--- config.mk ---
export PLATFORM = sky130hd
export DESIGN_NAME = sdft_state_mem
export DESIGN_NICKNAME = d
export VERILOG_FILES = /design/src/sv/sdft_pkg.sv /design/src/sv/sdft_state_mem.sv
export SDC_FILE = /design/constraint.sdc
export NUM_CORES = 2
export LEC_CHECK = 0
export ABC_AREA = 1
export BUFFER_PORTS_ARGS = -buffer_cell sky130_fd_sc_hd__buf_4
export CAP_MARGIN = 20
export CELL_PAD_IN_SITES_DETAIL_PLACEMENT = 0
export CELL_PAD_IN_SITES_GLOBAL_PLACEMENT = 1
export CORE_MARGIN = 8
export CORE_UTILIZATION = 40
export CTS_CLUSTER_SIZE = 28
export DETAILED_ROUTE_END_ITERATION = 8
export PLACE_DENSITY_LB_ADDON = 0.25
export SLEW_MARGIN = 20
export SYNTH_ARGS = -nofsm -noshare
export SYNTH_HDL_FRONTEND = slang
export SYNTH_MEMORY_MAX_BITS = 65536
export SYNTH_SLANG_ARGS = --single-unit
--- constraint.sdc ---
create_clock -name clk_i -period 1.4 [get_ports clk_i]
set_input_delay 0.14 -clock clk_i [delete_from_list [all_inputs] [get_ports clk_i]]
set_output_delay 0.14 -clock clk_i [all_outputs]
set_load 0.02 [all_outputs]
--- src/sv/sdft_pkg.sv ---
// Shared types, constants and trig table for the sliding DFT harmonic tracker.
// No dependencies; imported by every module of the block.
package sdft_pkg;

  localparam int unsigned CHANNELS_DEF    = 12;
  localparam int unsigned SAMPLE_BITS_DEF = 16;
  localparam int unsigned WINDOW          = 128;
  localparam int unsigned PH_W            = 7;
  localparam int unsigned NUM_HARM        = 4;
  localparam int unsigned DC_SHIFT        = 11;
  localparam int unsigned SQ_W            = 40;
  localparam int unsigned ACC_W           = 32;
  localparam int unsigned TRIG_W          = 14;
  localparam int unsigned CH_W            = 4;
  localparam int unsigned IN_W            = 16;

  localparam logic [PH_W-1:0] HARM_ORDER [NUM_HARM] = '{7'd1, 7'd3, 7'd5, 7'd7};

  // MAC step codes
  localparam logic [3:0] STEP_SQ_NEW = 4'd0;
  localparam logic [3:0] STEP_SQ_OLD = 4'd1;
  localparam logic [3:0] STEP_RES0   = 4'd2;
  localparam logic [3:0] STEP_LAST   = 4'd9;

  // Q12 quarter-wave cosine, entries 0..32
  localparam logic signed [TRIG_W-1:0] QUARTER_COS [33] = '{
    14'sd4096, 14'sd4091, 14'sd4076, 14'sd4051, 14'sd4017, 14'sd3973, 14'sd3919,
    14'sd3856, 14'sd3784, 14'sd3702, 14'sd3612, 14'sd3513, 14'sd3405, 14'sd3289,
    14'sd3166, 14'sd3034, 14'sd2896, 14'sd2750, 14'sd2598, 14'sd2439, 14'sd2275,
    14'sd2105, 14'sd1930, 14'sd1751, 14'sd1567, 14'sd1379, 14'sd1189, 14'sd995,
    14'sd799,  14'sd601,  14'sd401,  14'sd200,  14'sd0
  };

  typedef struct packed {
    logic [SQ_W-1:0]                    sq;
    logic [ACC_W-1:0]                   dc;
    logic [2*NUM_HARM-1:0][ACC_W-1:0]   res;
  } acc_t;

  typedef struct packed {
    acc_t                               acc;
    logic [NUM_HARM-1:0][PH_W-1:0]      ph;
  } chan_rec_t;

  typedef struct packed {
    logic       load;
    logic       issue;
    logic [3:0] step;
  } mac_ctrl_t;

  typedef enum logic [2:0] {
    ST_IDLE,
    ST_LOAD,
    ST_MUL,
    ST_DRAIN,
    ST_DONE
  } state_e;

  // floor of negated quarter-wave entry
  function automatic logic signed [TRIG_W-1:0] neg_entry(input logic [5:0] j);
    logic signed [TRIG_W-1:0] r;
    if (j == 6'd0) begin
      r = -14'sd4096;
    end else if (j >= 6'd32) begin
      r = 14'sd0;
    end else begin
      r = -(QUARTER_COS[j] + 14'sd1);
    end
    return r;
  endfunction

  function automatic logic signed [TRIG_W-1:0] cos_q12(input logic [PH_W-1:0] k);
    logic [7:0]               kk;
    logic signed [TRIG_W-1:0] r;
    kk = {1'b0, k};
    if (kk <= 8'd32) begin
      r = QUARTER_COS[kk[5:0]];
    end else if (kk <= 8'd64) begin
      r = neg_entry(6'(8'd64 - kk));
    end else if (kk <= 8'd96) begin
      r = neg_entry(6'(kk - 8'd64));
    end else begin
      r = QUARTER_COS[6'(8'd128 - kk)];
    end
    return r;
  endfunction

  function automatic logic signed [TRIG_W-1:0] sin_q12(input logic [PH_W-1:0] k);
    return cos_q12(k + 7'd96);
  endfunction

endpackage

--- src/sv/sdft_state_mem.sv ---
// Per-channel accumulator and phase record RAM with valid bits for reset-to-zero.
// Uses sdft_pkg.
module sdft_state_mem #(
  parameter int unsigned CHANNELS = sdft_pkg::CHANNELS_DEF,
  parameter int unsigned CW       = (CHANNELS > 1) ? $clog2(CHANNELS) : 1
) (
  input  logic                  clk_i,
  input  logic                  rst_ni,
  input  logic                  rd_en_i,
  input  logic                  wr_en_i,
  input  logic [CW-1:0]         ch_i,
  input  sdft_pkg::chan_rec_t   wr_rec_i,
  output sdft_pkg::chan_rec_t   rd_rec_o
);
  import sdft_pkg::*;

  chan_rec_t           mem [CHANNELS];
  chan_rec_t           rd_q;
  logic [CHANNELS-1:0] valid_q;
  logic                rd_valid_q;

  always_ff @(posedge clk_i) begin
    if (wr_en_i) begin
      mem[ch_i] <= wr_rec_i;
    end
    if (rd_en_i) begin
      rd_q <= mem[ch_i];
    end
  end

  always_ff @(posedge clk_i or negedge rst_ni) begin
    if (!rst_ni) begin
      valid_q    <= '0;
      rd_valid_q <= 1'b0;
    end else begin
      if (rd_en_i) begin
        rd_valid_q <= valid_q[ch_i];
      end
      if (wr_en_i) begin
        valid_q[ch_i] <= 1'b1;
      end
    end
  end

  assign rd_rec_o = rd_valid_q ? rd_q : '0;

endmodule

==> run metrics <==
Max-Slew Margin vs Limit 43.44%; worst hold path class in2reg; Leakage a little under 0.08 µW; crit path capture type primary output; Area Growth Syn to Fin 25.88%; Internal 235600 µW; routability congestion estimate between 0.8 and 0.9; Die Wd 673.2 µm; Total GRT Usage between 20% and 30%; row count 241; # nets final 14680; synthesized area 0.1727 mm²; CTS tree yes; num ports 720; failing checks negative setup slack; post-layout min period 2.527 ns; Placeable Area 0.4306 mm²; Crit Path Class reg2out; post-synthesis register bit count 4641; Max Slew Vio Count 0; main combinational cell family by area after synthesis simple AND/OR/NAND/NOR gates; Worst Slack Setup Final -1.127 ns; power per cell area 1396 mW/mm²; P_sw 68010 µW; insertion delay to the later sink of the worst-skew pair 1.02 ns; Post-Syn Instances 12114; first-pass GRT wire length 738.9 mm; Antenna Nets Post-Route 0; CP cell instances buf_12 > buf_12 > buf_12 > nand2_1 > inv_1 > buf_6; post-synthesis mux area share 0%; final setup fails 5147; Cell variety after synth 17; largest net degree at the start of global routing between 60 and 70; drt drc 0; detailed-route wire length per cell 24.62 µm; register area share after synthesis 80.64%; adder-cell share of the synthesized area 0%; Die Span Y 673.2 µm; Post-Synth XOR/XNOR Area 0%; worst-margin pin slew 0.8455 ns; unrepaired setup endpoints after global routing true; starting density of the core roughly 40%; dpl cell area a little under 0.2 mm²; synth top area cells edfxtp_1 (80%), nand2_1 (10%), a22oi_1 (3.1%); FILL cells 36460; Gate power share 7.4%; Peak VDD IR 1.117 mV; vias per cell about 5.3; DRT Wirelength 503.3 mm; clock skew 0.06719 ns; CTS clock-pin slew for the worst setup and hold paths 0.06 ns; switching part of the total 22.40%; Compound-Gate Fraction of Synth Area 3.094%; syn nets 12478; Max Fclk between 300 and 400 MHz; initial drt markers a little over 9000; htree depth 5; share of cells above drive strength 1 between 10% and 20%; Crit path required time 1.26 ns; Synth Area in Simple Gates 13.85%; Pre-antenna DRT Iters 7; Yosys top cell by area edfxtp_1; IO buf count 719; setup_tns -2137.55 ns; # clock sinks roughly 4600; initial antenna violation count 76; post-DP HPWL 313.3 mm; Die Footprint about 0.45 mm²; post-synth top area share ~80%; Max clock buf depth 4; Clock power frac 40.5%; Crit-path slowest cell dfrtp_4; most frequent CP cell buf_12; worst-path maximum fanout 11; Ys Warns 0; startpoint types flop; Design Area, Final 0.2175 mm²; Num CTS Buffers 467; Fin. Hold Viols 0; Max Cap Viol 0; clk root buf clkbuf_16; Core Util, Final between 50% and 60%; pre-CTS setup slack -0.8259 ns; Via Count 107447; vias in the first global route 109115; grt total ovfl 0; Sequential Power Share 52.1%; Final Cycle Share 180.5%; Worst EP arrival 2.39 ns; syn avg cell area roughly 14 µm²; status finished, violations left; CP max stage delay 0.55 ns
==> repair_timing <==
action                     in CTS  in global routing
hold buffers                  680                  0
gates resized for setup        54                 81
setup endpoints to repair     356               5129
hold endpoints to repair     4868                  0
pin swaps                       0                  0
gates cloned                    0                  1
setup buffers                   1                  6
==> metrics by stage <==
step | hold slack, ns | cells | total power [µW]
2_1_floorplan | -0.1556 | 12114 | 169600
3_3_place_gp | 0.03705 | 18869 | 181300
3_5_place_dp | 0.03830 | 18869 | 181500
4_1_cts | 0.0005788 | 20406 | 306100
5_1_grt | 0.02916 | 20425 | 312900
6_report | 0.07003 | 20447 | 303600
==> cells by family (layout without fill, tap and decap cells) <==
kind of cell,Yosys count,after routing
flops,4641,4641
simple gates,5766,5766
buf+inv,995,3584
other cells,0,34
compound gates,712,712
==> flip-flops by register name, summed over array words and instances (netlist names) <==
signal	cells
mem	4272
rd_q	356
rd_valid_q	1
valid_q	12
==> cell type report <==
cell class | instances | area, µm² | area share [%]
Antenna cell | 34 | 85.08 | 0.03913
Inverter | 363 | 1385 | 0.6369
Clock buffer | 576 | 12200 | 5.611
Clock inverter | 280 | 2779 | 1.278
Tap cell | 5710 | 7144 | 3.285
Multi-Input combinational cell | 6478 | 29510 | 13.57
Sequential cell | 4641 | 139300 | 64.06
Timing Repair Buffer | 2365 | 25050 | 11.52
==> cells in the final DEF, fill, tap and decap left out, types with 7 or more instances in the layout <==
cell	synthesis	final
clkinv_1	0	113
nand2_2	0	30
diode_2	0	34
inv_6	0	10
inv_1	360	322
inv_16	0	8
buf_4	14	1195
clkbuf_16	0	473
clkinv_4	0	7
dfrtp_1	13	12
a22oi_1	712	712
nand3_1	356	356
or2_2	12	12
nand2_1	4666	4632
clkinvlp_4	0	13
dlygate4sd3_1	0	680
edfxtp_1	4628	4628
bufinv_16	0	46
nor2_4	3	17
nand4_1	712	712
buf_6	1	63
clkinv_2	0	74
inv_2	3	38
buf_12	0	422
clkbuf_1	270	104
==> routing by layer <==
metal  global-route usage (%)  share of wire [%]
met5                        0              0.047
met2                    36.19                 48
met4                    5.428                2.7
met1                    29.86                 43
met3                    2.713                5.6
==> worst max-delay path: cells and delay by family, from the launching register on <==
family | cells | cell delay [ns]
buffers and inverters | 5 | 0.70
DFF | 1 | 0.55
and+or+nand+nor | 1 | 0.06
==> final timing paths <==
kind	cells past startpoint	slack (ns)	endpoint	startpoint
max	6	-1.13	rd_rec_o[234]	rd_valid_q
min	2	0.07	mem[9][303]	wr_rec_i[303]
max reg2reg	4	0.08	rd_q[59]	mem[4][59]
min reg2reg	1	0.47	valid_q[3]	valid_q[3]
max in group asynchronous	3	0.41	rd_valid_q	rst_ni
min in group asynchronous	3	0.37	rd_valid_q	rst_ni
==> Yosys cell counts <==
master / count
inv_1: 360
buf_2: 306
nor2_1: 15
nand3_1: 356
inv_2: 3
a22oi_1: 712
or2_2: 12
nand4_1: 712
buf_6: 1
nand2_1: 4666
clkbuf_1: 270
edfxtp_1: 4628
dfrtp_1: 13
buf_4: 14
nor2_4: 3
buf_1: 41
nor2_2: 2
==> power by group through the flow <==
| stage | registers [µW] | logic, µW | clock network [µW] |
|---|---|---|---|
| final | 158000 | 22400 | 123000 |
| after global routing | 158000 | 24200 | 130000 |
| after CTS | 158000 | 22400 | 125000 |
| after detailed placement | 161000 | 20500 | 0 |
| after global placement | 161000 | 20300 | 0 |
| after floorplan | 161000 | 8970 | 0 |
Note: power is estimated with default switching activity, not from simulation.
