<file path="src/sv/sdft_pkg.sv">
// Shared types, constants and trig table for the sliding DFT harmonic tracker.
// No dependencies; imported by every module of the block.
package sdft_pkg;

  localparam int unsigned CHANNELS_DEF    = 12;
  localparam int unsigned SAMPLE_BITS_DEF = 16;
  localparam int unsigned WINDOW          = 128;
  localparam int unsigned PH_W            = 7;
  localparam int unsigned NUM_HARM        = 4;
  localparam int unsigned DC_SHIFT        = 11;
  localparam int unsigned SQ_W            = 40;
  localparam int unsigned ACC_W           = 32;
  localparam int unsigned TRIG_W          = 14;
  localparam int unsigned CH_W            = 4;
  localparam int unsigned IN_W            = 16;

  localparam logic [PH_W-1:0] HARM_ORDER [NUM_HARM] = '{7'd1, 7'd3, 7'd5, 7'd7};

  // MAC step codes
  localparam logic [3:0] STEP_SQ_NEW = 4'd0;
  localparam logic [3:0] STEP_SQ_OLD = 4'd1;
  localparam logic [3:0] STEP_RES0   = 4'd2;
  localparam logic [3:0] STEP_LAST   = 4'd9;

  // Q12 quarter-wave cosine, entries 0..32
  localparam logic signed [TRIG_W-1:0] QUARTER_COS [33] = '{
    14'sd4096, 14'sd4091, 14'sd4076, 14'sd4051, 14'sd4017, 14'sd3973, 14'sd3919,
    14'sd3856, 14'sd3784, 14'sd3702, 14'sd3612, 14'sd3513, 14'sd3405, 14'sd3289,
    14'sd3166, 14'sd3034, 14'sd2896, 14'sd2750, 14'sd2598, 14'sd2439, 14'sd2275,
    14'sd2105, 14'sd1930, 14'sd1751, 14'sd1567, 14'sd1379, 14'sd1189, 14'sd995,
    14'sd799,  14'sd601,  14'sd401,  14'sd200,  14'sd0
  };

  typedef struct packed {
    logic [SQ_W-1:0]                    sq;
    logic [ACC_W-1:0]                   dc;
    logic [2*NUM_HARM-1:0][ACC_W-1:0]   res;
  } acc_t;

  typedef struct packed {
    acc_t                               acc;
    logic [NUM_HARM-1:0][PH_W-1:0]      ph;
  } chan_rec_t;

  typedef struct packed {
    logic       load;
    logic       issue;
    logic [3:0] step;
  } mac_ctrl_t;

  typedef enum logic [2:0] {
    ST_IDLE,
    ST_LOAD,
    ST_MUL,
    ST_DRAIN,
    ST_DONE
  } state_e;

  // floor of negated quarter-wave entry
  function automatic logic signed [TRIG_W-1:0] neg_entry(input logic [5:0] j);
    logic signed [TRIG_W-1:0] r;
    if (j == 6'd0) begin
      r = -14'sd4096;
    end else if (j >= 6'd32) begin
      r = 14'sd0;
    end else begin
      r = -(QUARTER_COS[j] + 14'sd1);
    end
    return r;
  endfunction

  function automatic logic signed [TRIG_W-1:0] cos_q12(input logic [PH_W-1:0] k);
    logic [7:0]               kk;
    logic signed [TRIG_W-1:0] r;
    kk = {1'b0, k};
    if (kk <= 8'd32) begin
      r = QUARTER_COS[kk[5:0]];
    end else if (kk <= 8'd64) begin
      r = neg_entry(6'(8'd64 - kk));
    end else if (kk <= 8'd96) begin
      r = neg_entry(6'(kk - 8'd64));
    end else begin
      r = QUARTER_COS[6'(8'd128 - kk)];
    end
    return r;
  endfunction

  function automatic logic signed [TRIG_W-1:0] sin_q12(input logic [PH_W-1:0] k);
    return cos_q12(k + 7'd96);
  endfunction

endpackage

</file>
<file path="src/sv/sdft_mac.sv">
// Shared multiplier with registered product and the working accumulator set.
// Uses sdft_pkg.
module sdft_mac #(
  parameter int unsigned A_W = 17,
  parameter int unsigned B_W = 16
) (
  input  logic                  clk_i,
  input  logic                  rst_ni,
  input  sdft_pkg::mac_ctrl_t   ctrl_i,
  input  sdft_pkg::acc_t        load_acc_i,
  input  logic signed [A_W-1:0] a_i,
  input  logic signed [B_W-1:0] b_i,
  output sdft_pkg::acc_t        acc_o
);
  import sdft_pkg::*;

  localparam int unsigned PW = A_W + B_W;

  logic signed [PW-1:0] prod_q;
  logic [63:0]          prod_ext;
  logic                 acc_en_q;
  logic [3:0]           step_q;
  logic [2:0]           res_idx;
  acc_t                 acc_q;

  assign prod_ext = {{(64-PW){prod_q[PW-1]}}, prod_q};
  assign res_idx  = 3'(step_q - STEP_RES0);

  always_ff @(posedge clk_i) begin
    if (ctrl_i.issue) begin
      prod_q <= a_i * b_i;
      step_q <= ctrl_i.step;
    end
  end

  always_ff @(posedge clk_i or negedge rst_ni) begin
    if (!rst_ni) begin
      acc_en_q <= 1'b0;
    end else begin
      acc_en_q <= ctrl_i.issue;
    end
  end

  // odd resonator slots are imaginary parts: subtract
  always_ff @(posedge clk_i) begin
    if (ctrl_i.load) begin
      acc_q <= load_acc_i;
    end else if (acc_en_q) begin
      case (step_q)
        STEP_SQ_NEW: acc_q.sq <= acc_q.sq + prod_ext[SQ_W-1:0];
        STEP_SQ_OLD: acc_q.sq <= acc_q.sq - prod_ext[SQ_W-1:0];
        default: begin
          if (res_idx[0]) begin
            acc_q.res[res_idx] <= acc_q.res[res_idx] - prod_ext[ACC_W-1:0];
          end else begin
            acc_q.res[res_idx] <= acc_q.res[res_idx] + prod_ext[ACC_W-1:0];
          end
        end
      endcase
    end
  end

  assign acc_o = acc_q;

endmodule

</file>
<file path="config.mk">
export PLATFORM = sky130hd
export DESIGN_NAME = sdft_mac
export DESIGN_NICKNAME = d
export VERILOG_FILES = /design/src/sv/sdft_pkg.sv /design/src/sv/sdft_mac.sv
export SDC_FILE = /design/constraint.sdc
export NUM_CORES = 2
export LEC_CHECK = 0
export ABC_CLOCK_PERIOD_IN_PS = 5500
export BUFFER_PORTS_ARGS = -buffer_cell sky130_fd_sc_hd__buf_2
export CORE_UTILIZATION = 45
export DETAILED_ROUTE_END_ITERATION = 10
export PLACE_DENSITY = 0.68
export SYNTH_ARGS = -nofsm -noshare
export SYNTH_HDL_FRONTEND = slang
export SYNTH_SLANG_ARGS = --single-unit
</file>
<file path="constraint.sdc">
create_clock -name clk_i -period 5.5 [get_ports clk_i]
set_input_delay 0.825 -clock clk_i [delete_from_list [all_inputs] [get_ports clk_i]]
set_output_delay 0.825 -clock clk_i [all_outputs]
set_load 0.01 [all_outputs]
</file>
==> impl_metrics.csv <==
group,metric,value,unit
yosys,ys_seq_elements,366,
clocking,clk_latency,0.57,ns
run_status,violations,"negative setup slack",
detailed_routing,drtIter0Drc,3303,
placement,gp_congestion,0.972,
floorplanning,die_h,271,µm
sta,slew_headroom,28.1,%
critical_path,critPathSlowestCell,"fa_2",
yosys,syn_nets,3942,
yosys,synth_area,32600,µm²
floorplanning,die_w,271,µm
critical_path,cp_max_fo,5,
sta,finalMaxSlewViolations,0,
critical_path,reg2reg_depth,14,
critical_path,cp.arrival,6.19,ns
sta,rsz0062_at_grt,"true",
clocking,ctsRootBufferMaster,"clkbuf_16",
clocking,cts_buffer_depth,3,
power,p_leak,18.5,nW
sta,fin_setup_tns,-3.15,ns
floorplanning,initial_core_util,45.5,%
sta,hold_viol,0,
sta,tightest_slew,1.08,ns
clocking,cts_hold_buf,0,
critical_path,crit_buf_inv,7,
yosys,synth_seq_area_share,33.7,%
critical_path,cp.depth,25,
cells_and_area,final_common_cell,"buf_2",
detailed_routing,num_vias,28425,
clocking,cts-buffers-inserted,40,
cells_and_area,area_growth,25.5,%
power,power_density,802,nW/µm²
detailed_routing,drtAntennaViolNets,0,
yosys,async_flop_share,0.273,%
clocking,cts.sinks,366,
sta,fmax,170,MHz
floorplanning,rows,98,
critical_path,start_kind,"input port",
floorplanning,dieArea,73400,µm²
yosys,synth_cell_type_count,83,
grt,grt_pass1_wl,186,mm
clocking,htree_levels,2,
cells_and_area,nets,4767,
power,total_power,32.8,mW
grt,grt_usage,34.4,%
cells_and_area,num-fill-cells,6272,
grt,antenna_found_initial,54,
grt,first_global_vias,28065,
yosys,synth_edf_count,365,
detailed_routing,avgRoutedWirePerCell,26.2,µm
detailed_routing,viasPerCell,5.75,
critical_path,end_kind,"flip-flop",
floorplanning,design.core.area,71500,µm²
yosys,syn_avg_cell_area,10.5,µm²
yosys,synth_flop_cell,"edfxtp_1",
grt,grt-ovfl-total,0,
floorplanning,boundaryPins,697,
cells_and_area,final_cell_mix,"buf_2 (673), edfxtp_1 (365), inv_1 (359), nand2_1 (335), fa_1 (261)",
run_status,status,"finished, violations left",
clocking,clkTransAtPathRegs,0.06,ns
sta,final.min_clock_period,5.88,ns
yosys,synth_cells,3103,
sta,clock_skew,0.0273,ns
detailed_routing,route.detailed.drc,0,
critical_path,worstSetupPathType,"input port to flip-flop",
sta,fin_crit_sh,107,%
min_path,hold_class,"input port to asynchronous set/reset pin",
critical_path,critical_path_required,5.82,ns
placement,placedCellCount,4797,
power,max-vdd-ir-drop,1.10,mV
yosys,ys_warn_count,0,
critical_path,cpMostUsedCell,"fa_2",
grt,grt_max_degree,159,
sta,finalWorstSetupSlack,-0.375,ns
clocking,cts_tree,"built",
detailed_routing,wl,130,mm
cells_and_area,fin_cells,4941,
detailed_routing,dr.pass1.iters,7,
sta,finalSetupViolations,12,
cells_and_area,drive_above_1_share,31.6,%
critical_path,critPathMaxStageDelay,0.66,ns
placement,hpwl,105,mm
critical_path,path_delay_family,"adder cells",
placement,port_buffers,696,
run,drv_cap,0,
## sequential cells by signal, indices dropped and copies added, names as in the netlist
signal,count
acc_en_q,1
acc_o,328
prod_q,33
step_q,4
## worst register-to-register path, stage by stage (launching register included)
cell      delay, ns
edfxtp_1       0.53
buf_12         0.31
mux4_2         0.64
mux2_2         0.35
ha_1           0.50
nor2b_1        0.12
o311a_1        0.34
a21o_1         0.24
o211a_1        0.28
o21ai_1        0.18
nand3_1        0.17
a221o_1        0.42
a221oi_2       0.30
xnor2_1        0.34
o21ai_1        0.16
## cell families after synthesis
logic type                 count (synthesis)  share of synthesized area, %
xor gates and xnor gates                 151                          4.06
muxes                                    110                          5.96
and+or+nand+nor                          784                          11.3
DFF                                      366                          33.7
AOI/OAI and AO/OA                        681                          14.1
buffers and inverters                    541                          6.29
adders and majority gates                470                          24.5
## final timing paths
check,start,end,slack [ns]
setup / recovery,b_i[1],prod_q[31],-0.38
hold / removal,rst_ni,acc_en_q,0.03
setup reg to reg,step_q[0],acc_o[158],0.33
hold reg to reg,acc_o[288],acc_o[288],0.80
max in group asynchronous,rst_ni,acc_en_q,5.39
min in group clk_i,ctrl_i[1],step_q[1],0.44
## synthesized netlist by cell type, types with 29 or more instances
cell type | n | share of area, %
and2_1 | 143 | 2.7
nor3_1 | 34 | 0.52
nand3_1 | 37 | 0.57
a22o_1 | 117 | 3.1
mux4_2 | 64 | 4.4
a21o_1 | 41 | 0.95
o21ai_0 | 200 | 3.1
mux2_2 | 32 | 1.1
nor2_1 | 120 | 1.4
xnor2_1 | 129 | 3.5
clkbuf_1 | 136 | 1.6
inv_1 | 380 | 4.4
o21bai_1 | 40 | 0.92
nand2b_1 | 29 | 0.56
a21oi_1 | 123 | 1.9
fa_1 | 279 | 17
nand2_1 | 346 | 4.0
ha_1 | 191 | 7.3
edfxtp_1 | 365 | 34
## power by group
group / total [mW] / internal, mW / switching [mW]
logic: 25.1 / 11.9 / 13.2
registers: 4.85 / 4.37 / 0.475
clock network: 2.85 / 1.65 / 1.20
## through the flow
stage	instance area [µm²]	worst slack [ns]	util (%)	hold WS, ns
finish	40800	-0.375	57.1	0.0269
global route	40800	-0.576	57.1	0.0145
CTS	40300	-0.280	56.4	0.0115
detailed placement	38500	-1.10	53.9	0.604
global placement	38500	-1.07	53.9	0.603
floorplan	32900	-0.745	-	0.529
## final cells by class
class,instances,area [µm²],share of cell area (%)
clock buffer,45,1040,2.55
tap,950,1190,2.91
inverter,383,1440,3.52
antenna,35,87.6,0.214
multi-input combinational,2196,20100,49.3
clock inverter,25,295,0.723
timing repair buffer,941,5680,13.9
sequential,366,11000,26.9
## metal layers
layer | GRT usage (%) | vias to the layer above | share of wire, % | wire [µm]
met5 | 0 | - | 0.12 | 159
met4 | 17.3 | 26 | 5.1 | 6550
met3 | 9.33 | 301 | 11 | 14300
met2 | 53.5 | 1690 | 45 | 58600
met1 | 44.2 | 13928 | 39 | 50100
li1 | - | 12480 | - | -
## timing repair
action                                  CTS  global route
resized for setup                        77            96
gates cloned                              0             0
endpoints found under the setup margin   14            17
setup buffers                            23            23
pin swaps                                61            70
Note: power is estimated with default switching activity, not from simulation.
